File: src/design/soil_moisture_conditioner_macros.svh
// Assertion macros shared by the soil moisture conditioner RTL.
// Needs signals named clock and reset in the including module; define ASSERT_OFF to drop them.
`ifndef SOIL_MOISTURE_CONDITIONER_MACROS_SVH
`define SOIL_MOISTURE_CONDITIONER_MACROS_SVH
`ifndef ASSERT_OFF
`define SMC_ASSERT(lbl, expr, msg) \
   lbl: assert property (@(posedge clock) disable iff (reset) (expr)) else $error(msg);
`define SMC_ASSERT_IMP(lbl, ante, cons, msg) \
   lbl: assert property (@(posedge clock) disable iff (reset) (ante) |-> (cons)) else $error(msg);
`define SMC_ASSERT_NEXT(lbl, ante, cons, msg) \
   lbl: assert property (@(posedge clock) disable iff (reset) (ante) |=> (cons)) else $error(msg);
`else
`define SMC_ASSERT(lbl, expr, msg)
`define SMC_ASSERT_IMP(lbl, ante, cons, msg)
`define SMC_ASSERT_NEXT(lbl, ante, cons, msg)
`endif
`endif

File: src/design/smc_pkg.sv
// Shared constants, types and state codes of the soil moisture conditioner.
// No dependencies; every RTL module imports it.
`default_nettype none

package smc_pkg;

   localparam int ADC_W        = 12;
   localparam int GROUP_SIZE   = 12;
   localparam int GROUP_CNT_W  = $clog2(GROUP_SIZE + 1);
   localparam int GROUP_SUM_W  = $clog2(GROUP_SIZE * ((1 << ADC_W) - 1) + 1);

   localparam int RING_DEPTH   = 10;
   localparam int RING_IDX_W   = (RING_DEPTH > 1) ? $clog2(RING_DEPTH) : 1;
   localparam int RING_FILL_W  = $clog2(RING_DEPTH + 1);

   localparam int PCT_FULL     = 100;
   localparam int PCT_W        = $clog2(PCT_FULL + 1);
   localparam int RING_SUM_W   = $clog2(RING_DEPTH * PCT_FULL + 1);

   localparam int FRAC_BITS    = 8;
   localparam int Q8_W         = 15;
   localparam int PROD_W       = $clog2(((1 << ADC_W) - 1) * PCT_FULL + 1);

   localparam int DIV_A_W      = (GROUP_SUM_W > PROD_W) ? GROUP_SUM_W : PROD_W;
   localparam int DIV_NUM_W    = (DIV_A_W > RING_SUM_W + FRAC_BITS) ?
                                 DIV_A_W : RING_SUM_W + FRAC_BITS;
   localparam int DIV_DEN_W    = ADC_W;
   localparam int DIV_CNT_W    = $clog2(DIV_NUM_W + 1);

   localparam int CSR_IDX_W    = 1;

   localparam logic [ADC_W-1:0] CAL_DRY_RESET = 12'd3550;
   localparam logic [ADC_W-1:0] CAL_WET_RESET = 12'd1855;
   localparam logic [ADC_W-1:0] AVG_LOW_LIMIT = 12'd1400;
   localparam logic [ADC_W-1:0] AVG_HIGH_LIMIT = 12'd3900;
   localparam logic [ADC_W-1:0] SPREAD_LIMIT  = 12'd900;

   typedef enum logic [CSR_IDX_W-1:0] {
      CSR_CAL_DRY = 1'b0,
      CSR_CAL_WET = 1'b1
   } csr_index_type;

   typedef enum logic [3:0] {
      ST_COLLECT,
      ST_AVG_GO,
      ST_AVG_WAIT,
      ST_CHECK,
      ST_PCT_GO,
      ST_PCT_WAIT,
      ST_PUSH,
      ST_PUSH_WAIT,
      ST_OUT_GO,
      ST_OUT_WAIT,
      ST_EMIT
   } smc_state_type;

   typedef struct packed {
      logic                   done;
      logic [GROUP_SUM_W-1:0] sum;
      logic [ADC_W-1:0]       spread;
   } grp_result_type;

   typedef struct packed {
      logic                 start;
      logic [DIV_NUM_W-1:0] num;
      logic [DIV_DEN_W-1:0] den;
   } div_cmd_type;

   typedef struct packed {
      logic                 busy;
      logic                 done;
      logic [DIV_NUM_W-1:0] quo;
   } div_stat_type;

   typedef struct packed {
      logic             push;
      logic             clear;
      logic [PCT_W-1:0] pct;
   } ring_cmd_type;

   typedef struct packed {
      logic                  done;
      logic [RING_SUM_W-1:0] sum;
      logic [RING_FILL_W-1:0] fill;
   } ring_stat_type;

endpackage

`default_nettype wire

File: src/design/soil_moisture_conditioner.sv
// Top level of the soil moisture conditioner: stream ports, calibration registers, sequencer.
// Depends on smc_pkg, smc_group, smc_div, smc_ring and the assertion macro header.
`default_nettype none
`include "soil_moisture_conditioner_macros.svh"

// Soil moisture conditioner. Each request carries one 12-bit ADC sample. Samples are
// grouped by twelve; the first eleven of a group are taken in one cycle each and give no
// response. The twelfth closes the group and produces exactly one response. Ready then
// drops while the sequencer works on the group with the one shared 19-step divider.
// A connected group runs three divisions (group average, linear calibration map,
// moving-average mean) and one read-modify-write of the 10-entry percent ring memory;
// ready stays low until the response is loaded into the output register. With an
// equal calibration pair the map division is skipped. A disconnected group needs only
// the average. A response that is not taken waits in the output
// register while the next group is collected; the following group then holds ready low
// until that register frees up. A group whose average is below 1400, at or above 3900,
// or whose spread is 900 or more gives moisture 0 with the disconnected flag set and
// empties the moving average. Writing either calibration register also empties the moving
// average; write them only while no group is closing.
module soil_moisture_conditioner
   import smc_pkg::*;
(
   input  logic                 clock,
   input  logic                 reset,
   // request stream
   input  logic                 req_tvalid,
   output logic                 req_tready,
   input  logic [15:0]          req_tdata,   // [11:0] adc_sample, [15:12] zero
   // response stream
   output logic                 rsp_tvalid,
   input  logic                 rsp_tready,
   output logic [15:0]          rsp_tdata,   // [14:0] moisture_q8, [15] zero
   output logic                 rsp_tuser,   // [0] disconnected
   // calibration register writes
   input  logic                 csr_we,
   input  logic [CSR_IDX_W-1:0] csr_index,
   input  logic [ADC_W-1:0]     csr_wdata
);

   smc_state_type        state_ff, state_in;
   logic [ADC_W-1:0]     cal_dry_ff, cal_dry_in;
   logic [ADC_W-1:0]     cal_wet_ff, cal_wet_in;

   logic [ADC_W-1:0]     avg_ff, avg_in;
   logic [PROD_W-1:0]    prod_ff, prod_in;
   logic [ADC_W-1:0]     abs_span_ff, abs_span_in;
   logic                 neg_ff, neg_in;
   logic [PCT_W-1:0]     pct_ff, pct_in;
   logic [Q8_W-1:0]      res_q8_ff, res_q8_in;
   logic                 res_disc_ff, res_disc_in;

   logic                 rsp_valid_ff, rsp_valid_in;
   logic [Q8_W-1:0]      rsp_q8_ff, rsp_q8_in;
   logic                 rsp_disc_ff, rsp_disc_in;

   logic                 accept;
   logic                 load_rsp;
   logic                 disc;
   logic [ADC_W:0]       diff;
   logic [ADC_W:0]       span;
   logic [ADC_W-1:0]     abs_diff;
   logic [ADC_W-1:0]     abs_span;

   grp_result_type       grp;
   div_cmd_type          div_cmd;
   div_stat_type         div_stat;
   ring_cmd_type         ring_cmd;
   ring_stat_type        ring_stat;

   // hold off new samples while a closed group is being worked on
   assign req_tready = (state_ff == ST_COLLECT) && !grp.done;
   assign accept     = req_tvalid && req_tready;

   smc_group u_group (
      .clock        (clock),
      .reset        (reset),
      .sample_valid (accept),
      .sample       (req_tdata[ADC_W-1:0]),
      .result       (grp)
   );

   smc_div u_div (
      .clock (clock),
      .reset (reset),
      .cmd   (div_cmd),
      .stat  (div_stat)
   );

   smc_ring u_ring (
      .clock (clock),
      .reset (reset),
      .cmd   (ring_cmd),
      .stat  (ring_stat)
   );

   // calibration registers
   always_comb begin
      cal_dry_in = cal_dry_ff;
      cal_wet_in = cal_wet_ff;
      if (csr_we) begin
         unique case (csr_index_type'(csr_index))
            CSR_CAL_DRY: cal_dry_in = csr_wdata;
            CSR_CAL_WET: cal_wet_in = csr_wdata;
            default:     cal_dry_in = cal_dry_ff;
         endcase
      end
   end

   // group checks and the signed calibration offsets
   always_comb begin
      disc     = (avg_ff < AVG_LOW_LIMIT) || (avg_ff >= AVG_HIGH_LIMIT) ||
                 (grp.spread >= SPREAD_LIMIT);
      diff     = {1'b0, avg_ff} - {1'b0, cal_dry_ff};
      span     = {1'b0, cal_wet_ff} - {1'b0, cal_dry_ff};
      abs_diff = diff[ADC_W] ? ADC_W'(-diff) : diff[ADC_W-1:0];
      abs_span = span[ADC_W] ? ADC_W'(-span) : span[ADC_W-1:0];
   end

   // sequencer
   always_comb begin
      state_in    = state_ff;
      avg_in      = avg_ff;
      prod_in     = prod_ff;
      abs_span_in = abs_span_ff;
      neg_in      = neg_ff;
      pct_in      = pct_ff;
      res_q8_in   = res_q8_ff;
      res_disc_in = res_disc_ff;
      load_rsp    = 1'b0;
      div_cmd     = '0;
      ring_cmd    = '0;
      ring_cmd.pct   = pct_ff;
      ring_cmd.clear = csr_we;
      unique case (state_ff)
         ST_COLLECT: begin
            if (grp.done) begin
               state_in = ST_AVG_GO;
            end
         end
         ST_AVG_GO: begin
            div_cmd.start = 1'b1;
            div_cmd.num   = DIV_NUM_W'(grp.sum);
            div_cmd.den   = DIV_DEN_W'(GROUP_SIZE);
            state_in      = ST_AVG_WAIT;
         end
         ST_AVG_WAIT: begin
            if (div_stat.done) begin
               avg_in   = div_stat.quo[ADC_W-1:0];
               state_in = ST_CHECK;
            end
         end
         ST_CHECK: begin
            if (disc) begin
               // unplugged sensor: report zero and empty the window
               ring_cmd.clear = 1'b1;
               res_q8_in      = '0;
               res_disc_in    = 1'b1;
               state_in       = ST_EMIT;
            end else if (span == '0) begin
               pct_in   = '0;
               state_in = ST_PUSH;
            end else begin
               prod_in     = PROD_W'(abs_diff) * PROD_W'(PCT_FULL);
               abs_span_in = abs_span;
               neg_in      = diff[ADC_W] ^ span[ADC_W];
               state_in    = ST_PCT_GO;
            end
         end
         ST_PCT_GO: begin
            div_cmd.start = 1'b1;
            div_cmd.num   = DIV_NUM_W'(prod_ff);
            div_cmd.den   = abs_span_ff;
            state_in      = ST_PCT_WAIT;
         end
         ST_PCT_WAIT: begin
            if (div_stat.done) begin
               // a negative quotient clamps to zero, anything above full scale to full scale
               if (neg_ff) begin
                  pct_in = '0;
               end else if (div_stat.quo > DIV_NUM_W'(PCT_FULL)) begin
                  pct_in = PCT_W'(PCT_FULL);
               end else begin
                  pct_in = div_stat.quo[PCT_W-1:0];
               end
               state_in = ST_PUSH;
            end
         end
         ST_PUSH: begin
            ring_cmd.push = 1'b1;
            state_in      = ST_PUSH_WAIT;
         end
         ST_PUSH_WAIT: begin
            if (ring_stat.done) begin
               state_in = ST_OUT_GO;
            end
         end
         ST_OUT_GO: begin
            div_cmd.start = 1'b1;
            div_cmd.num   = DIV_NUM_W'({ring_stat.sum, {FRAC_BITS{1'b0}}});
            div_cmd.den   = DIV_DEN_W'(ring_stat.fill);
            state_in      = ST_OUT_WAIT;
         end
         ST_OUT_WAIT: begin
            if (div_stat.done) begin
               res_q8_in   = div_stat.quo[Q8_W-1:0];
               res_disc_in = 1'b0;
               state_in    = ST_EMIT;
            end
         end
         ST_EMIT: begin
            // wait for the output register to free up
            if (!rsp_valid_ff || rsp_tready) begin
               load_rsp = 1'b1;
               state_in = ST_COLLECT;
            end
         end
         default: state_in = ST_COLLECT;
      endcase
   end

   // output register
   always_comb begin
      rsp_valid_in = rsp_valid_ff;
      rsp_q8_in    = rsp_q8_ff;
      rsp_disc_in  = rsp_disc_ff;
      if (load_rsp) begin
         rsp_valid_in = 1'b1;
         rsp_q8_in    = res_q8_ff;
         rsp_disc_in  = res_disc_ff;
      end else if (rsp_tready) begin
         rsp_valid_in = 1'b0;
      end
   end

   always_ff @(posedge clock) begin
      if (reset) begin
         state_ff     <= ST_COLLECT;
         cal_dry_ff   <= CAL_DRY_RESET;
         cal_wet_ff   <= CAL_WET_RESET;
         rsp_valid_ff <= 1'b0;
      end else begin
         state_ff     <= state_in;
         cal_dry_ff   <= cal_dry_in;
         cal_wet_ff   <= cal_wet_in;
         rsp_valid_ff <= rsp_valid_in;
      end
   end

   always_ff @(posedge clock) begin
      avg_ff      <= avg_in;
      prod_ff     <= prod_in;
      abs_span_ff <= abs_span_in;
      neg_ff      <= neg_in;
      pct_ff      <= pct_in;
      res_q8_ff   <= res_q8_in;
      res_disc_ff <= res_disc_in;
      rsp_q8_ff   <= rsp_q8_in;
      rsp_disc_ff <= rsp_disc_in;
   end

   assign rsp_tvalid = rsp_valid_ff;
   assign rsp_tdata  = {1'b0, rsp_q8_ff};
   assign rsp_tuser  = rsp_disc_ff;

   `SMC_ASSERT_IMP(a_disc_reports_zero, rsp_valid_ff && rsp_disc_ff, rsp_q8_ff == '0, "disconnected response with nonzero moisture")
   `SMC_ASSERT_NEXT(a_emit_loads_output, state_ff == ST_EMIT && (!rsp_valid_ff || rsp_tready), rsp_valid_ff && state_ff == ST_COLLECT, "finished result not loaded")
   `SMC_ASSERT_IMP(a_div_start_idle, div_cmd.start, !div_stat.busy, "divider restarted while busy")

endmodule

`default_nettype wire

File: src/design/smc_group.sv
// Sample group accumulator: running sum, minimum and maximum over one group.
// Depends on smc_pkg.
`default_nettype none

module smc_group
   import smc_pkg::*;
(
   input  logic             clock,
   input  logic             reset,
   input  logic             sample_valid,
   input  logic [ADC_W-1:0] sample,
   output grp_result_type   result
);

   logic [GROUP_CNT_W-1:0] count_ff, count_in;
   logic [GROUP_SUM_W-1:0] sum_ff, sum_in;
   logic [ADC_W-1:0]       min_ff, min_in;
   logic [ADC_W-1:0]       max_ff, max_in;
   logic                   done_ff, done_in;
   logic [GROUP_SUM_W-1:0] fin_sum_ff, fin_sum_in;
   logic [ADC_W-1:0]       fin_spread_ff, fin_spread_in;

   logic [GROUP_SUM_W-1:0] sum_add;
   logic [ADC_W-1:0]       min_upd;
   logic [ADC_W-1:0]       max_upd;

   always_comb begin
      sum_add       = sum_ff + GROUP_SUM_W'(sample);
      min_upd       = (sample < min_ff) ? sample : min_ff;
      max_upd       = (sample > max_ff) ? sample : max_ff;
      count_in      = count_ff;
      sum_in        = sum_ff;
      min_in        = min_ff;
      max_in        = max_ff;
      done_in       = 1'b0;
      fin_sum_in    = fin_sum_ff;
      fin_spread_in = fin_spread_ff;
      if (sample_valid) begin
         if (count_ff == GROUP_CNT_W'(GROUP_SIZE - 1)) begin
            // close the group and start a fresh one
            done_in       = 1'b1;
            fin_sum_in    = sum_add;
            fin_spread_in = max_upd - min_upd;
            count_in      = '0;
            sum_in        = '0;
            min_in        = '1;
            max_in        = '0;
         end else begin
            count_in = count_ff + 1'b1;
            sum_in   = sum_add;
            min_in   = min_upd;
            max_in   = max_upd;
         end
      end
   end

   always_ff @(posedge clock) begin
      if (reset) begin
         count_ff <= '0;
         sum_ff   <= '0;
         min_ff   <= '1;
         max_ff   <= '0;
         done_ff  <= 1'b0;
      end else begin
         count_ff <= count_in;
         sum_ff   <= sum_in;
         min_ff   <= min_in;
         max_ff   <= max_in;
         done_ff  <= done_in;
      end
   end

   always_ff @(posedge clock) begin
      fin_sum_ff    <= fin_sum_in;
      fin_spread_ff <= fin_spread_in;
   end

   assign result.done   = done_ff;
   assign result.sum    = fin_sum_ff;
   assign result.spread = fin_spread_ff;

endmodule

`default_nettype wire

File: src/design/smc_div.sv
// Shared restoring divider, one quotient bit per cycle, unsigned operands.
// Depends on smc_pkg.
`default_nettype none

module smc_div
   import smc_pkg::*;
(
   input  logic        clock,
   input  logic        reset,
   input  div_cmd_type cmd,
   output div_stat_type stat
);

   logic [DIV_NUM_W-1:0] quo_ff, quo_in;
   logic [DIV_DEN_W-1:0] rem_ff, rem_in;
   logic [DIV_DEN_W-1:0] den_ff, den_in;
   logic [DIV_CNT_W-1:0] cnt_ff, cnt_in;
   logic                 busy_ff, busy_in;
   logic                 done_ff, done_in;

   logic [DIV_DEN_W:0]   trial;
   logic [DIV_DEN_W:0]   trial_sub;
   logic                 fits;

   always_comb begin
      trial     = {rem_ff, quo_ff[DIV_NUM_W-1]};
      trial_sub = trial - {1'b0, den_ff};
      fits      = trial >= {1'b0, den_ff};
      quo_in    = quo_ff;
      rem_in    = rem_ff;
      den_in    = den_ff;
      cnt_in    = cnt_ff;
      busy_in   = busy_ff;
      done_in   = 1'b0;
      if (cmd.start) begin
         quo_in  = cmd.num;
         rem_in  = '0;
         den_in  = cmd.den;
         cnt_in  = DIV_CNT_W'(DIV_NUM_W);
         busy_in = 1'b1;
      end else if (busy_ff) begin
         rem_in = fits ? trial_sub[DIV_DEN_W-1:0] : trial[DIV_DEN_W-1:0];
         quo_in = {quo_ff[DIV_NUM_W-2:0], fits};
         cnt_in = cnt_ff - 1'b1;
         if (cnt_ff == DIV_CNT_W'(1)) begin
            busy_in = 1'b0;
            done_in = 1'b1;
         end
      end
   end

   always_ff @(posedge clock) begin
      if (reset) begin
         busy_ff <= 1'b0;
         done_ff <= 1'b0;
         cnt_ff  <= '0;
      end else begin
         busy_ff <= busy_in;
         done_ff <= done_in;
         cnt_ff  <= cnt_in;
      end
   end

   always_ff @(posedge clock) begin
      quo_ff <= quo_in;
      rem_ff <= rem_in;
      den_ff <= den_in;
   end

   assign stat.busy = busy_ff;
   assign stat.done = done_ff;
   assign stat.quo  = quo_ff;

endmodule

`default_nettype wire

File: src/design/smc_ring.sv
// Moving-average window: percent ring memory with read-modify-write of the running sum.
// Depends on smc_pkg and the assertion macro header.
`default_nettype none
`include "soil_moisture_conditioner_macros.svh"

module smc_ring
   import smc_pkg::*;
(
   input  logic          clock,
   input  logic          reset,
   input  ring_cmd_type  cmd,
   output ring_stat_type stat
);

   logic [PCT_W-1:0]       mem [RING_DEPTH];
   logic [PCT_W-1:0]       rd_data_ff;

   logic [RING_IDX_W-1:0]  idx_ff, idx_in;
   logic [RING_FILL_W-1:0] fill_ff, fill_in;
   logic [RING_SUM_W-1:0]  sum_ff, sum_in;
   logic                   pend_ff, pend_in;
   logic                   done_ff;
   logic [PCT_W-1:0]       pct_ff, pct_in;

   logic [RING_IDX_W-1:0]  base_idx;
   logic [RING_FILL_W-1:0] base_fill;
   logic [RING_SUM_W-1:0]  base_sum;
   logic                   full;
   logic                   wr_en;

   always_comb begin
      // a clear in the write cycle acts first, so the push lands in an empty window
      base_idx  = cmd.clear ? '0 : idx_ff;
      base_fill = cmd.clear ? '0 : fill_ff;
      base_sum  = cmd.clear ? '0 : sum_ff;
      full      = base_fill == RING_FILL_W'(RING_DEPTH);
      wr_en     = pend_ff;
      pend_in   = cmd.push;
      pct_in    = cmd.push ? cmd.pct : pct_ff;
      idx_in    = base_idx;
      fill_in   = base_fill;
      sum_in    = base_sum;
      if (pend_ff) begin
         sum_in = base_sum - (full ? RING_SUM_W'(rd_data_ff) : '0) + RING_SUM_W'(pct_ff);
         if (!full) begin
            fill_in = base_fill + 1'b1;
         end
         if (base_idx == RING_IDX_W'(RING_DEPTH - 1)) begin
            idx_in = '0;
         end else begin
            idx_in = base_idx + 1'b1;
         end
      end
   end

   // read the outgoing entry on push, write the new percent in the following cycle
   always_ff @(posedge clock) begin
      if (cmd.push) begin
         rd_data_ff <= mem[idx_ff];
      end
      if (wr_en) begin
         mem[base_idx] <= pct_ff;
      end
   end

   always_ff @(posedge clock) begin
      if (reset) begin
         idx_ff  <= '0;
         fill_ff <= '0;
         sum_ff  <= '0;
         pend_ff <= 1'b0;
         done_ff <= 1'b0;
      end else begin
         idx_ff  <= idx_in;
         fill_ff <= fill_in;
         sum_ff  <= sum_in;
         pend_ff <= pend_in;
         done_ff <= pend_ff;
      end
   end

   always_ff @(posedge clock) begin
      pct_ff <= pct_in;
   end

   assign stat.done = done_ff;
   assign stat.sum  = sum_ff;
   assign stat.fill = fill_ff;

   `SMC_ASSERT(a_ring_fill_max, fill_ff <= RING_FILL_W'(RING_DEPTH), "ring fill beyond depth")
   `SMC_ASSERT_IMP(a_ring_idx_tracks_fill, fill_ff != RING_FILL_W'(RING_DEPTH), RING_FILL_W'(idx_ff) == fill_ff, "ring index out of step with fill")
   `SMC_ASSERT_NEXT(a_ring_done_follows, pend_ff, done_ff && fill_ff != '0, "ring update missing or empty")

endmodule

`default_nettype wire
File: config.mk
export PLATFORM = sky130hd
export DESIGN_NAME = soil_moisture_conditioner
export DESIGN_NICKNAME = d
export VERILOG_FILES = /design/src/design/smc_pkg.sv /design/src/design/soil_moisture_conditioner.sv /design/src/design/smc_group.sv /design/src/design/smc_div.sv /design/src/design/smc_ring.sv
export VERILOG_INCLUDE_DIRS = /design/src /design/src/design
export SDC_FILE = /design/constraint.sdc
export NUM_CORES = 1
export LEC_CHECK = 0
export BUFFER_PORTS_ARGS = -buffer_cell sky130_fd_sc_hd__clkbuf_2
export CAP_MARGIN = 25
export CELL_PAD_IN_SITES_DETAIL_PLACEMENT = 1
export CELL_PAD_IN_SITES_GLOBAL_PLACEMENT = 1
export CORE_UTILIZATION = 50
export DETAILED_ROUTE_END_ITERATION = 6
export GPL_TIMING_DRIVEN = 0
export PLACE_DENSITY_LB_ADDON = 0.1
export REMOVE_ABC_BUFFERS = 1
export SLEW_MARGIN = 10
export SYNTH_ARGS = -nofsm -noshare
export SYNTH_HDL_FRONTEND = slang
export SYNTH_SLANG_ARGS = --single-unit
export TNS_END_PERCENT = 30
File: constraint.sdc
create_clock -name clock -period 9.51 [get_ports clock]
set_input_delay 0.4755 -clock clock [delete_from_list [all_inputs] [get_ports clock]]
set_output_delay 0.4755 -clock clock [all_outputs]
set_load 0.1 [all_outputs]
Yosys cells after proc, flatten, opt, wreduce, memory -nomap -nowiden
Memories as Yosys holds them, arrays and structs flattened. A register that Yosys moved wholly into a read port is not among the register bits.
Index checks and enable logic that the tools add are counted.
- multiplexer cells: 58
- $lt $le $gt $ge: 7
- bitwise operators: 6
- multipliers: 1
- reductions and logical operators: 24
- add/subtract/negate cells: 13
- eq/ne operators: 23
- operator list (operator ; count):
    $pmux 32 s3 ; 1
    $mux 12 ; 7
    $mux 4 ; 14
    $pmux 4 s11 ; 1
    $mux 7 ; 6
    $mux 19 ; 2
    $mux 15 ; 2
    $pmux 15 s2 ; 1
    $sub 12x12->13 ; 2
    $eq 4x4->1 const B ; 6
    $neg 12->12 ; 2
    $sub 12x12->12 ; 2
    $mux 10 ; 2
    $gt 19x7->1 const B ; 1
    $mul 12x5->17 const B ; 1
    $add 16x12->16 ; 1
    $eq 4x3->1 const B ; 4
    $mux 1 ; 16
    $mux 16 ; 1
    $pmux 7 s2 ; 1
    $ge 13x12->1 ; 1
    $logic_not 13->1 ; 1
    $add 4x1->4 const B ; 3
    $ge 12x10->1 const B ; 1
    28 further kinds ; 53
- logic and storage cells: 166
- output and inout port bits: 19
- memories kept: 1
- register bits: 260
- memory bits (writable): 70
- input bits: 34
- memory list (memory ; words ; bits a word ; read ports ; clocked after memory_dff ; wr ports ; RTL line ; text):
    u_ring.mem ; 10 ; 7 ; 1 ; 1 ; 1 ; smc_ring.sv:15 ; logic [PCT_W-1:0] mem [RING_DEPTH];

Longest topological paths before layout
Gate-level depths: netlist of the first run.
- depth after elaboration: 11
- depth in mapped cells: 25
- mapped depth without buffers: 24

By module
From an unflattened synthesis of the first run, not the netlist that was laid out.
- cell total of the unflattened synthesis: 1830
- area, all modules: 19261.0 um^2
- modules (own cells, without submodules) (module ; cells an instance ; seq. area each (um^2) ; area an instance (um^2) ; instances):
    soil_moisture_conditioner ; 704 ; 3012.9 ; 7089.3 ; 1
    smc_ring ; 349 ; 2922.8 ; 4785.8 ; 1
    smc_group ; 547 ; 1741.7 ; 4755.8 ; 1
    smc_div ; 230 ; 1311.3 ; 2630.0 ; 1

Worst setup path after synthesis of the first run
No wires, ideal clock.
- path type: register -> register
- start: register avg_ff[0]
- end: register prod_ff[17], data pin
- library setup time: 0.266 ns
- buffers on the path: 1
- path slack: 4.517 ns
- period minus slack after synthesis: 4.993 ns
- data required time: 9.244 ns
- arrival time: 4.727 ns
- stages on the path, launching flop included: 25
- cells stage by stage: edfxtp_1 inv_1 ha_1 inv_1 fa_1 a21oi_1 o21bai_1 nor4_1 o21bai_1 nand2_1 a21o_1 buf_2 o21ai_0 xnor2_1 ha_1 ha_1 fa_1 ha_1 inv_1 o21bai_1 a21o_1 a21oi_1 o21ai_0 o41ai_1 xnor2_1
- longest elaborated chain between the ends: 4
- RTL lines (item ; RTL line ; text):
    start: declaration ; soil_moisture_conditioner.sv:44 ; logic [ADC_W-1:0] avg_ff, avg_in;
    start signal: assignment ; soil_moisture_conditioner.sv:250 ; avg_ff <= avg_in;
    $sub 12x12->13 (*) ; soil_moisture_conditioner.sv:113 ; diff = {1'b0, avg_ff} - {1'b0, cal_dry_ff};
    $neg 12->12 ; soil_moisture_conditioner.sv:115 ; abs_diff = diff[ADC_W] ? ADC_W'(-diff) : diff[ADC_W-1:0];
    $mux 12 (*) ; soil_moisture_conditioner.sv:115 ;
    $mul 12x5->17 (*) ; soil_moisture_conditioner.sv:163 ; prod_in = PROD_W'(abs_diff) * PROD_W'(PCT_FULL);
    end signal: assignment ; soil_moisture_conditioner.sv:251 ; prod_ff <= prod_in;
    end: declaration ; soil_moisture_conditioner.sv:45 ; logic [PROD_W-1:0] prod_ff, prod_in;
Mark *: on every way between the ends. The rest lies on a longest branch, timed or not.
A chain may end at the register's enable or synchronous reset.

Final worst setup path of the first run
- start: register u_group.fin_spread_ff[5]
- end: register u_ring.sum_ff[9]
- longest elaborated chain between the ends: 10
- elaborated cells on any way between the ends: 11
- classes of those cells: add/sub: 2; order compare: 1; eq/ne: 1; mux: 6; reduce/logical: 1
- RTL lines (item ; RTL line ; text):
    start: declaration ; smc_group.sv:21 ; logic [ADC_W-1:0] fin_spread_ff, fin_spread_in;
    start signal: assignment ; smc_group.sv:75 ; fin_spread_ff <= fin_spread_in;
    $ge 12x10->1 (*) ; soil_moisture_conditioner.sv:112 ; (grp.spread >= SPREAD_LIMIT);
    $logic_or 1x1->1 (*) ; soil_moisture_conditioner.sv:111 ; disc = (avg_ff < AVG_LOW_LIMIT) || (avg_ff >= AVG_HIGH_LIMIT) ||
    $mux 1 (*) ; soil_moisture_conditioner.sv:153 ; if (disc) begin
    $mux 1 (*) ; soil_moisture_conditioner.sv:134 ; unique case (state_ff)
    $mux 4 ; smc_ring.sv:34 ; base_fill = cmd.clear ? '0 : fill_ff;
    $eq 4x4->1 ; smc_ring.sv:36 ; full = base_fill == RING_FILL_W'(RING_DEPTH);
    $mux 7 ; smc_ring.sv:44 ; sum_in = base_sum - (full ? RING_SUM_W'(rd_data_ff) : '0) + RING_SUM_W'(pct_ff);
    $sub 10x10->10 ; smc_ring.sv:44 ;
    $add 10x7->10 ; smc_ring.sv:44 ;
    $mux 10 (*) ; smc_ring.sv:43 ; if (pend_ff) begin
    end signal: assignment ; smc_ring.sv:76 ; sum_ff <= sum_in;
    end: declaration ; smc_ring.sv:20 ; logic [RING_SUM_W-1:0] sum_ff, sum_in;
Marked as above.

==> results.rst, run 1 <==
.. list-table::
   :header-rows: 1

   * - Metric
     - Value
   * - Number of remaining DRC errors
     - 6
   * - Antenna violations before repair
     - 0
   * - Required time worst endpoint
     - 9.94 ns
   * - Combinational family with the most area after synthesis
     - simple AND/OR/NAND/NOR gates
   * - Instance count of the mapped netlist
     - 1,717
   * - Post-route clock skew
     - 0.0236 ns
   * - Highest metal layer with signal wires
     - met4
   * - # port buffers
     - 47
   * - Pin count of the biggest net entering global routing
     - 46
   * - CP delay by family, top
     - compound AO/OA/AOI/OAI gates
   * - CTS Sinks
     - 335
   * - Total number of vias
     - 13,100
   * - Mux contribution to synthesized area
     - 3.51%
   * - Library cells used by synthesis
     - 84
   * - Vias/cell
     - 5.85
   * - Cell at the slowest stage of the critical path
     - sky130_fd_sc_hd__a31oi_4
   * - First-pass GRT wire length
     - 74,300 um
   * - Post-synth ARST share
     - 0%
   * - Number of antenna-violating nets in the routed design
     - 0
   * - Placer's final routability congestion estimate
     - 0.807
   * - CTS HTree Levels
     - 2
   * - Area growth syn-to-layout
     - 11.7%
   * - Fraction of the mapped netlist area in simple logic gates
     - 13.8%
   * - First-iteration detailed-routing DRC count
     - 802
   * - Run status
     - finished, violations left
   * - Floorplan core area
     - 0.0357 mm2
   * - Average wire per standard cell
     - 20.8 um
   * - CP startpoint kind
     - flop
   * - Hold violation count in the final report
     - 0
   * - Post-Synth XOR/XNOR Area
     - 4.41%
   * - Cts-stage hold buffer count
     - 0
   * - Starting utilization of the core area
     - 51.1%
   * - Clock Root Buffer
     - sky130_fd_sc_hd__clkbuf_16
   * - Ordered cell list for the critical path
     - or4_1 -> o2111ai_1 -> o2111ai_1 -> a31oi_4 -> and2_1 -> ha_1 -> nand2_1 -> nor2_1 -> and3_1 -> fa_1 -> inv_1 -> ha_1 -> a21oi_1 -> o21ai_0 -> a2111oi_0 -> or3_1 -> o21a_1 -> mux2_2 -> nand3_1 -> a21oi_1
   * - Cell area after synthesis
     - 0.0183 mm2
   * - IO Pins
     - 53
   * - Sequential cell area
     - 0.00893 mm2
   * - Pre-Repair DR Iteration Count
     - 7
   * - Total number of placement rows
     - 69
   * - Worst path max stage delay
     - 0.83 ns
   * - Kind of capture point of the worst setup path
     - flop
   * - Prevailing post-synth register cell
     - sky130_fd_sc_hd__edfxtp_1
   * - Pin slew with the least headroom to its limit
     - 1.01 ns
   * - Unrepaired setup endpoints after global routing
     - no
   * - Total of endpoints with negative setup slack in the final report
     - 0
   * - Max-slew violation total from the final report
     - 0
   * - Detailed-routed wire length on met3
     - 1610 um
   * - Number of diodes added for antenna fixing
     - 0
   * - PD cells
     - 213 mW/mm2
   * - Number of global-route vias before repair
     - 13,800
   * - Worst min-delay path class
     - primary input to flop
   * - Post-Synthesis Mean Instance Area
     - 10.6 um2
   * - Share of the clock period used by the worst path after layout
     - 67.2%
   * - Max Fclk
     - 156 MHz
   * - Amount of wire on met2 after detailed routing
     - 22,800 um
   * - Detailed Route WL
     - 46,800 um
   * - Total area of multi-input combinational cells
     - 0.00868 mm2
   * - Buffer count from post-CTS setup fixing
     - 0
   * - Reported leakage power
     - 8.16 nW
   * - Final design area excluding fillers
     - 0.0204 mm2
   * - Number of enable-type register cells in the synthesized netlist
     - 222
   * - Die Ht
     - 193 um
   * - Crit path buffers/inverters
     - 1
   * - Ratio of cells with drive above 1 in the final layout
     - 9.96%
   * - Inserted Clock Buffers
     - 37
   * - Total Nets Final
     - 1,952
   * - Fillers
     - 3,832
   * - Largest fanout of any net on the critical path
     - 31
   * - Summed negative setup slack over all endpoints
     - 0 ns
   * - Violated checks
     - design-rule violations
   * - Aggregate global routing overflow
     - 0
   * - CP Class
     - flop to flop
   * - Adder-cell area share of the yosys netlist
     - 11.7%
   * - Global-route usage over all layers
     - 25.7%
   * - Clock Pin Slew Worst Setup and Hold Paths
     - 0.07 ns
   * - Insertion delay of the later-clocked pin in the worst-skew pair
     - 0.55 ns
   * - Data arrival time of the worst path
     - 6.82 ns
   * - TritonCTS clock tree
     - built
   * - Maximum VDD drop
     - 172 uV
   * - Number of warnings printed during yosys synthesis
     - 0
   * - Full die area
     - 0.0373 mm2
   * - Tot Pwr
     - 4.35 mW
   * - Synth Area in Compound Gates
     - 13.6%
   * - Worst-case headroom to the max-slew limit
     - 32.6%
   * - Min Tclk post-route
     - 6.39 ns
   * - Instance area after placement
     - 0.0191 mm2
   * - #FFs+latches synth
     - 335
   * - Register area share after synthesis
     - 48.9%
   * - Count of instances resized after the clock tree is built
     - 0
   * - Number of buffers on the longest clock path
     - 3
   * - Final HPWL DP
     - 34,100 um
   * - Max-Cap Viols
     - 0
   * - Routed length on met1
     - 21,000 um
   * - Die outline width
     - 193 um
-- registers in the layout, summed over array words and instances (netlist names), 15 cells and up --
register and count:
u_ring.mem 70, rsp_q8_ff 15, u_group.sum_ff 16, u_group.fin_sum_ff 16, prod_ff 17, res_q8_ff 15, u_div.quo_ff 19
-- Yosys cell counts, types with 9 or more instances --
cell	count	area (um2)
sky130_fd_sc_hd__xnor2_1	63	552
sky130_fd_sc_hd__a21o_1	24	180
sky130_fd_sc_hd__nand2_1	128	480
sky130_fd_sc_hd__o211ai_1	15	113
sky130_fd_sc_hd__nand4_1	10	62.6
sky130_fd_sc_hd__xor2_1	29	254
sky130_fd_sc_hd__or3_1	9	56.3
sky130_fd_sc_hd__nor2b_1	38	238
sky130_fd_sc_hd__nand3_1	44	220
sky130_fd_sc_hd__dfxtp_1	113	2260
sky130_fd_sc_hd__nor4_1	11	68.8
sky130_fd_sc_hd__and2_1	34	213
sky130_fd_sc_hd__edfxtp_1	222	6670
sky130_fd_sc_hd__a22oi_1	20	150
sky130_fd_sc_hd__nor3_1	36	180
sky130_fd_sc_hd__ha_1	140	1750
sky130_fd_sc_hd__clkbuf_1	55	206
sky130_fd_sc_hd__fa_1	19	380
sky130_fd_sc_hd__o21ai_1	12	60.1
sky130_fd_sc_hd__and3_1	17	106
sky130_fd_sc_hd__nor2_1	141	529
sky130_fd_sc_hd__o21a_1	13	97.6
sky130_fd_sc_hd__mux2i_1	27	270
sky130_fd_sc_hd__nand2b_1	20	125
sky130_fd_sc_hd__o21ai_0	72	360
sky130_fd_sc_hd__a21oi_1	105	526
sky130_fd_sc_hd__mux4_2	14	315
sky130_fd_sc_hd__a222oi_1	16	160
sky130_fd_sc_hd__o31ai_1	11	82.6
sky130_fd_sc_hd__inv_1	123	462
sky130_fd_sc_hd__buf_2	9	45.0
sky130_fd_sc_hd__a211oi_1	13	97.6
-- layer usage --
metal / global-route usage, % / vias up
met5: 0 / -
met1: 33.9 / 6536
met3: 2.61 / 74
met4: 8.08 / 0
li1: - / 6312
met2: 44.5 / 225
-- final cells by class --
class	instances	area share, %
multi-input combinational	1188	42.5
timing repair buffer	73	2.67
clock buffer	47	4.82
tap	461	2.83
clock inverter	20	1.08
inverter	124	2.28
sequential	335	43.8
-- stage by stage --
stage | setup WS (ns) | cells | hold slack (ns) | util (%)
2_1_floorplan | 4.07 | 1647 | 0.400 | -
3_3_place_gp | 2.14 | 2155 | 0.402 | 52.6
3_5_place_dp | 3.26 | 2176 | 0.407 | 53.5
4_1_cts | 3.07 | 2243 | 0.167 | 56.9
5_1_grt | 2.71 | 2248 | 0.179 | 57.1
6_report | 3.12 | 2248 | 0.183 | 57.1
-- report_power, final --
| part | internal [mW] | total [mW] | leakage (nW) | switching [mW] |
|---|---|---|---|---|
| combinational | 0.474 | 1.17 | 4.63 | 0.694 |
| sequential | 1.68 | 1.76 | 2.93 | 0.0774 |
| clock | 0.824 | 1.42 | 0.593 | 0.600 |
-- worst paths after layout --
kind | startpoint | endpoint | slack (ns) | cells after the start
max | u_group.fin_spread_ff[5] | u_ring.sum_ff[9] | 3.12 | 20
max reg2reg | u_group.fin_spread_ff[5] | u_ring.sum_ff[9] | 3.12 | 20
min | csr_wdata[0] | cal_dry_ff[0] | 0.18 | 3
min reg2reg | res_q8_ff[14] | rsp_q8_ff[14] | 0.42 | 0
-- layout by cell type (no fill, tap or decap), drive strengths merged, types with 14 or more instances in the layout --
master / n
buf: 26
o211ai: 15
o21ai: 84
a222oi: 16
nor3: 36
and2: 35
fa: 19
a211oi: 14
edfxtp: 222
a22oi: 20
nor2b: 38
xor2: 29
a21o: 24
nor2: 141
mux4: 14
ha: 140
clkinv: 16
clkbuf: 94
nand2b: 21
nand3: 44
xnor2: 63
mux2i: 27
a21oi: 105
dfxtp: 113
nand2: 128
and3: 17
inv: 125
-- tightest hold or removal path, cell delays in order --
cell	delay [ns]
sky130_fd_sc_hd__clkbuf_2	0.09
sky130_fd_sc_hd__nand2_1	0.05
sky130_fd_sc_hd__a21oi_1	0.05
-- kinds of logic after synthesis --
family / Yosys count
buffers and inverters: 194
AND/OR/NAND/NOR: 517
XOR/XNOR: 92
other: 1
flip-flops: 335
multiplexers: 46
adder cells (fa/ha/maj): 159
AO/OA/AOI/OAI: 373
Power figures use the tool's default switching activity.
==> inputs of run 2 (changes only) <==
==> constraint.sdc (replaced) <==
create_clock -name clock -period 6.7 [get_ports clock]
set_input_delay 0.335 -clock clock [delete_from_list [all_inputs] [get_ports clock]]
set_output_delay 0.335 -clock clock [all_outputs]
set_load 0.1 [all_outputs]
==> run 2 against run 1 <==
Effect of this change: the run still ends with design-rule violations left; first-iteration DRC count up 13%; maximum frequency up 1.9%; sequential cell count unchanged; count of clock-buffer cells in the layout unchanged; via count up 0.54%; clock skew down 0.0013 ns; critical path type unchanged; critical endpoint unchanged.
==> results.rst, run 2 (synthesis gave the netlist of run 1 again) <==
.. list-table::
   :header-rows: 1

   * - Metric
     - Value
   * - First-iteration detailed-routing DRC count
     - 907
   * - First-pass GRT wire length
     - 74,300 um
   * - Count of instances resized after the clock tree is built
     - 0
   * - Pin slew with the least headroom to its limit
     - 1.03 ns
   * - Worst min-delay path class
     - primary input to flop
   * - Most frequent cells in the layout
     - sky130_fd_sc_hd__edfxtp_1, sky130_fd_sc_hd__ha_1, sky130_fd_sc_hd__nor2_1
   * - Max Fclk
     - 159 MHz
   * - Final design area excluding fillers
     - 0.0204 mm2
   * - Worst path max stage delay
     - 0.60 ns
   * - Data arrival time of the worst path
     - 6.71 ns
   * - Register ranked first by flip-flop count
     - u_ring.mem
   * - Most frequent standard cell in the layout excluding fill and tap cells
     - sky130_fd_sc_hd__edfxtp_1
   * - Number of antenna-violating nets in the routed design
     - 0
   * - Total Nets Final
     - 1,953
   * - Aggregate global routing overflow
     - 0
   * - Number of global-route vias before repair
     - 13,800
   * - Area growth syn-to-layout
     - 11.8%
   * - Ordered cell list for the critical path
     - or4_1 -> o2111ai_1 -> o2111ai_2 -> a31oi_4 -> and2_1 -> ha_1 -> nand2_1 -> nor2_1 -> and3_1 -> fa_1 -> inv_1 -> ha_1 -> a21oi_1 -> o21ai_0 -> a2111oi_0 -> or3_1 -> o21a_1 -> mux2_2 -> nand3_1 -> a21oi_1
   * - Floorplan core area
     - 0.0357 mm2
   * - Ratio of cells with drive above 1 in the final layout
     - 10.1%
   * - Post-route clock skew
     - 0.0223 ns
   * - Maximum VDD drop
     - 244 uV
   * - Cell at the slowest stage of the critical path
     - sky130_fd_sc_hd__a31oi_4
   * - Insertion delay of the later-clocked pin in the worst-skew pair
     - 0.55 ns
   * - Total number of placement rows
     - 69
   * - CP startpoint kind
     - flop
   * - Required time worst endpoint
     - 7.13 ns
   * - TritonCTS clock tree
     - built
   * - Total number of vias
     - 13,200
   * - Number of remaining DRC errors
     - 8
   * - Number of buffers on the longest clock path
     - 3
   * - Clock Root Buffer
     - sky130_fd_sc_hd__clkbuf_16
   * - Detailed Route WL
     - 47,400 um
   * - CTS Sinks
     - 335
   * - Average wire per standard cell
     - 21.1 um
   * - Buffer count from post-CTS setup fixing
     - 0
   * - Max-slew violation total from the final report
     - 0
   * - Final-layout worst hold slack
     - 0.0436 ns
   * - Worst-case headroom to the max-slew limit
     - 31.2%
   * - Cts-stage hold buffer count
     - 0
   * - Antenna violations before repair
     - 0
   * - Pre-Repair DR Iteration Count
     - 7
   * - Hold violation count in the final report
     - 0
   * - Number of diodes added for antenna fixing
     - 0
   * - PD cells
     - 302 mW/mm2
   * - Inserted Clock Buffers
     - 37
   * - Max-Cap Viols
     - 0
   * - Die outline width
     - 193 um
   * - Final HPWL DP
     - 34,100 um
   * - Tot Pwr
     - 6.17 mW
   * - Largest fanout of any net on the critical path
     - 16
   * - Instance area after placement
     - 0.0191 mm2
   * - Global-route usage over all layers
     - 25.7%
   * - Vias/cell
     - 5.88
   * - Min Tclk post-route
     - 6.28 ns
   * - Number of flip-flops under the largest register name
     - 70
   * - Die Ht
     - 193 um
   * - Full die area
     - 0.0373 mm2
   * - Reported leakage power
     - 8.16 nW
   * - # port buffers
     - 47
   * - Share of the clock period used by the worst path after layout
     - 93.7%
   * - Kind of capture point of the worst setup path
     - flop
   * - Placer's final routability congestion estimate
     - 0.807
   * - CTS HTree Levels
     - 2
   * - Run status
     - finished, violations left
   * - IO Pins
     - 53
   * - Total of endpoints with negative setup slack in the final report
     - 0
   * - Biggest regs
     - u_ring.mem: 70 flops, u_div.quo_ff: 19 flops, prod_ff: 17 flops
   * - Unrepaired setup endpoints after global routing
     - no
   * - Violated checks
     - design-rule violations
   * - CP Class
     - flop to flop
   * - Starting utilization of the core area
     - 51.1%
   * - Pin count of the biggest net entering global routing
     - 46
   * - Clock Pin Slew Worst Setup and Hold Paths
     - 0.07 ns
## run 2: changes by cell type in the layout (fill, tap and decap cells not counted), sizes merged
cell	previous run	this run
a31oi	6	7
## run 2: path summary, 6_finish.rpt
path	startpoint	to	slack, ns	depth (start not counted)
max	u_group.fin_spread_ff[5]	u_ring.sum_ff[9]	0.42	20
min	csr_wdata[0]	cal_dry_ff[0]	0.04	3
max reg2reg	u_group.fin_spread_ff[5]	u_ring.sum_ff[9]	0.42	20
min reg2reg	res_q8_ff[14]	rsp_q8_ff[14]	0.42	0
## run 2: critical path, delay by kind of cell, from the launching register on
family / cells / cell delay (ns)
muxes: 1 / 0.34
and+or+nand+nor: 7 / 1.90
DFF: 1 / 0.35
buffers and inverters: 1 / 0.10
adders and majority gates: 3 / 0.87
AOI/OAI and AO/OA: 8 / 2.58
## run 2: report_power, final
part	switching, mW	internal, mW	total, mW
sequential	0.109	2.38	2.49
combinational	0.985	0.674	1.66
clock	0.852	1.17	2.02
total	1.95	4.22	6.17
## run 2: cell type report
class	count	area, um2
timing repair buffer	73	546
inverter	124	465
tap	461	577
multi-input combinational	1189	8700
clock buffer	47	983
fill	3827	15300
sequential	335	8930
clock inverter	20	220
## run 2: per-stage QoR
step                      cells  util [%]  TNS, ns  setup WS, ns
after floorplan            1647         -        0          1.26
after global placement     2155      52.6    -1.79        -0.667
after detailed placement   2176      53.5        0         0.453
after CTS                  2243      56.9        0         0.256
after global routing       2249      57.1        0         0.129
final                      2249      57.1        0         0.424
## run 2: per-layer routing
metal | GRT usage, % | vias to the layer above | wire [um]
met5 | 0 | - | 0
met4 | 8.08 | 0 | 1330
met3 | 2.61 | 78 | 1790
met2 | 44.5 | 251 | 23200
met1 | 33.9 | 6572 | 21100
li1 | - | 6317 | -
==> inputs of run 3 (changes only) <==
==> constraint.sdc (replaced) <==
create_clock -name clock -period 6.7 [get_ports clock]
set_input_delay 2.01 -clock clock [delete_from_list [all_inputs] [get_ports clock]]
set_output_delay 2.01 -clock clock [all_outputs]
set_load 0.1 [all_outputs]
==> run 3 against run 2 <==
Effect of this change: cell area did not move; non-clock buffer count is the same; total power hardly changed; sequential power is essentially flat; combinational power about the same; clock power barely moved; highest routed layer unchanged; worst hold slack gained 0.38 ns; the run still ends with design-rule violations left; cell count is the same; maximum frequency decreased by 1.8%; core utilization unchanged.
==> results.rst, run 3 (synthesis gave the netlist of run 1 again) <==
.. list-table::
   :header-rows: 1

   * - Metric
     - Value
   * - TritonCTS clock tree
     - built
   * - Area growth syn-to-layout
     - 11.8%
   * - Number of global-route vias before repair
     - 13,800
   * - Total Nets Final
     - 1,953
   * - Pin slew with the least headroom to its limit
     - 1.00 ns
   * - Vias/cell
     - 5.86
   * - Run status
     - finished, violations left
   * - Largest fanout of any net on the critical path
     - 20
   * - Biggest regs
     - u_ring.mem: 70 flops, u_div.quo_ff: 19 flops, prod_ff: 17 flops
   * - Max-slew violation total from the final report
     - 0
   * - Detailed Route WL
     - 47,400 um
   * - Placer's final routability congestion estimate
     - 0.807
   * - Most frequent standard cell in the layout excluding fill and tap cells
     - sky130_fd_sc_hd__edfxtp_1
   * - First-iteration detailed-routing DRC count
     - 851
   * - Aggregate global routing overflow
     - 0
   * - First-pass GRT wire length
     - 74,300 um
   * - Post-route clock skew
     - 0.0230 ns
   * - Number of diodes added for antenna fixing
     - 0
   * - Unrepaired setup endpoints after global routing
     - no
   * - IO Pins
     - 53
   * - Die outline width
     - 193 um
   * - Number of buffers on the longest clock path
     - 3
   * - Die Ht
     - 193 um
   * - Ratio of cells with drive above 1 in the final layout
     - 10.1%
   * - Number of remaining DRC errors
     - 6
   * - Pre-Repair DR Iteration Count
     - 7
   * - Final core utilization
     - 57.1%
   * - Total number of placement rows
     - 69
   * - Global-route usage over all layers
     - 25.7%
   * - Max-Cap Viols
     - 0
   * - Total of endpoints with negative setup slack in the final report
     - 0
   * - CP startpoint kind
     - primary input
   * - Maximum VDD drop
     - 245 uV
   * - CP Class
     - primary input to flop
   * - # port buffers
     - 47
   * - Inserted Clock Buffers
     - 37
   * - Worst-case headroom to the max-slew limit
     - 32.8%
   * - Violated checks
     - design-rule violations
   * - Total number of vias
     - 13,200
   * - Data arrival time of the worst path
     - 6.82 ns
   * - Buffer count from post-CTS setup fixing
     - 0
   * - PD cells
     - 302 mW/mm2
   * - Starting utilization of the core area
     - 51.1%
   * - Share of the clock period used by the worst path after layout
     - 95.4%
   * - CTS HTree Levels
     - 2
   * - Number of antenna-violating nets in the routed design
     - 0
   * - Clock Root Buffer
     - sky130_fd_sc_hd__clkbuf_16
   * - Insertion delay of the later-clocked pin in the worst-skew pair
     - 0.55 ns
   * - Pin count of the biggest net entering global routing
     - 46
   * - Kind of capture point of the worst setup path
     - flop
   * - Hold violation count in the final report
     - 0
   * - Number of flip-flops under the largest register name
     - 70
   * - Full die area
     - 0.0373 mm2
   * - Count of instances resized after the clock tree is built
     - 0
   * - Required time worst endpoint
     - 7.13 ns
   * - CTS Sinks
     - 335
   * - Clock Pin Slew Worst Setup and Hold Paths
     - 0.07 ns
   * - Worst min-delay path class
     - flop to flop
   * - Depth of the worst register-to-register path
     - 20
   * - Most frequent cells in the layout
     - sky130_fd_sc_hd__edfxtp_1, sky130_fd_sc_hd__ha_1, sky130_fd_sc_hd__nor2_1
   * - Final HPWL DP
     - 34,100 um
   * - Reported leakage power
     - 8.16 nW
   * - Inst Count DP
     - 2,176
   * - Max Fclk
     - 157 MHz
   * - Register ranked first by flip-flop count
     - u_ring.mem
   * - Floorplan core area
     - 0.0357 mm2
   * - Average wire per standard cell
     - 21.1 um
   * - Hold-critical path depth
     - 0
   * - Min Tclk post-route
     - 6.39 ns
   * - Antenna violations before repair
     - 0
   * - Cts-stage hold buffer count
     - 0
   * - Fillers
     - 3,827
   * - Final Instance Count excl. Fillers
     - 2,249
==> run 3: cell counts in the layout (fill, tap and decap cells not counted) <==
Identical to the previous run, type by type.
==> run 3: worst max-delay path: stages <==
cell,delay (ns)
sky130_fd_sc_hd__clkbuf_2,0.38
sky130_fd_sc_hd__a31oi_4,0.61
sky130_fd_sc_hd__and2_1,0.27
sky130_fd_sc_hd__ha_1,0.16
sky130_fd_sc_hd__nand2_1,0.04
sky130_fd_sc_hd__nor2_1,0.47
sky130_fd_sc_hd__and3_1,0.29
sky130_fd_sc_hd__fa_1,0.48
sky130_fd_sc_hd__inv_1,0.10
sky130_fd_sc_hd__ha_1,0.23
sky130_fd_sc_hd__a21oi_1,0.22
sky130_fd_sc_hd__o21ai_0,0.17
sky130_fd_sc_hd__a2111oi_0,0.47
sky130_fd_sc_hd__or3_1,0.22
sky130_fd_sc_hd__o21a_1,0.18
sky130_fd_sc_hd__mux2_2,0.35
sky130_fd_sc_hd__nand3_1,0.08
sky130_fd_sc_hd__a21oi_1,0.07
==> run 3: routing by layer <==
layer,vias up,global-route usage [%],wire length (um)
met4,0,8.08,1280
met5,-,0,0
met1,6558,33.9,21300
met3,79,2.61,1590
met2,229,44.5,23300
li1,6318,-,-
==> run 3: final cells by class <==
cell class | count | area, um2 | share of cell area [%]
sequential | 335 | 8930 | 43.7
multi-input combinational | 1189 | 8700 | 42.6
clock buffer | 47 | 983 | 4.82
tap | 461 | 577 | 2.82
timing repair buffer | 73 | 546 | 2.67
inverter | 124 | 465 | 2.28
clock inverter | 20 | 220 | 1.08
==> run 3: where the power goes <==
| group | switching [mW] | internal [mW] | total (mW) |
|---|---|---|---|
| Sequential | 0.109 | 2.38 | 2.49 |
| Clock | 0.852 | 1.17 | 2.02 |
| Combinational | 0.987 | 0.674 | 1.66 |
==> run 3: final timing paths <==
path	endpoint	start	slack, ns
worst max-delay path	u_ring.sum_ff[9]	csr_we	0.31
worst min register to register	rsp_q8_ff[14]	res_q8_ff[14]	0.42
worst min-delay path	rsp_q8_ff[14]	res_q8_ff[14]	0.42
worst max register to register	u_ring.sum_ff[9]	u_group.fin_spread_ff[5]	0.49
==> run 3: through the flow <==
step                      cell area (um2)  hold slack (ns)  setup TNS, ns  setup slack (ns)  power [mW]
final                               20400            0.420              0             0.311        6.17
after global routing                20400            0.425              0            0.0271        6.49
after CTS                           20300            0.421              0             0.166        6.21
after detailed placement            19100            0.407         -0.347            -0.214        4.16
after global placement              18800            0.402          -8.02             -1.46        4.05
after floorplan                     18000            0.400              0             0.498        3.67
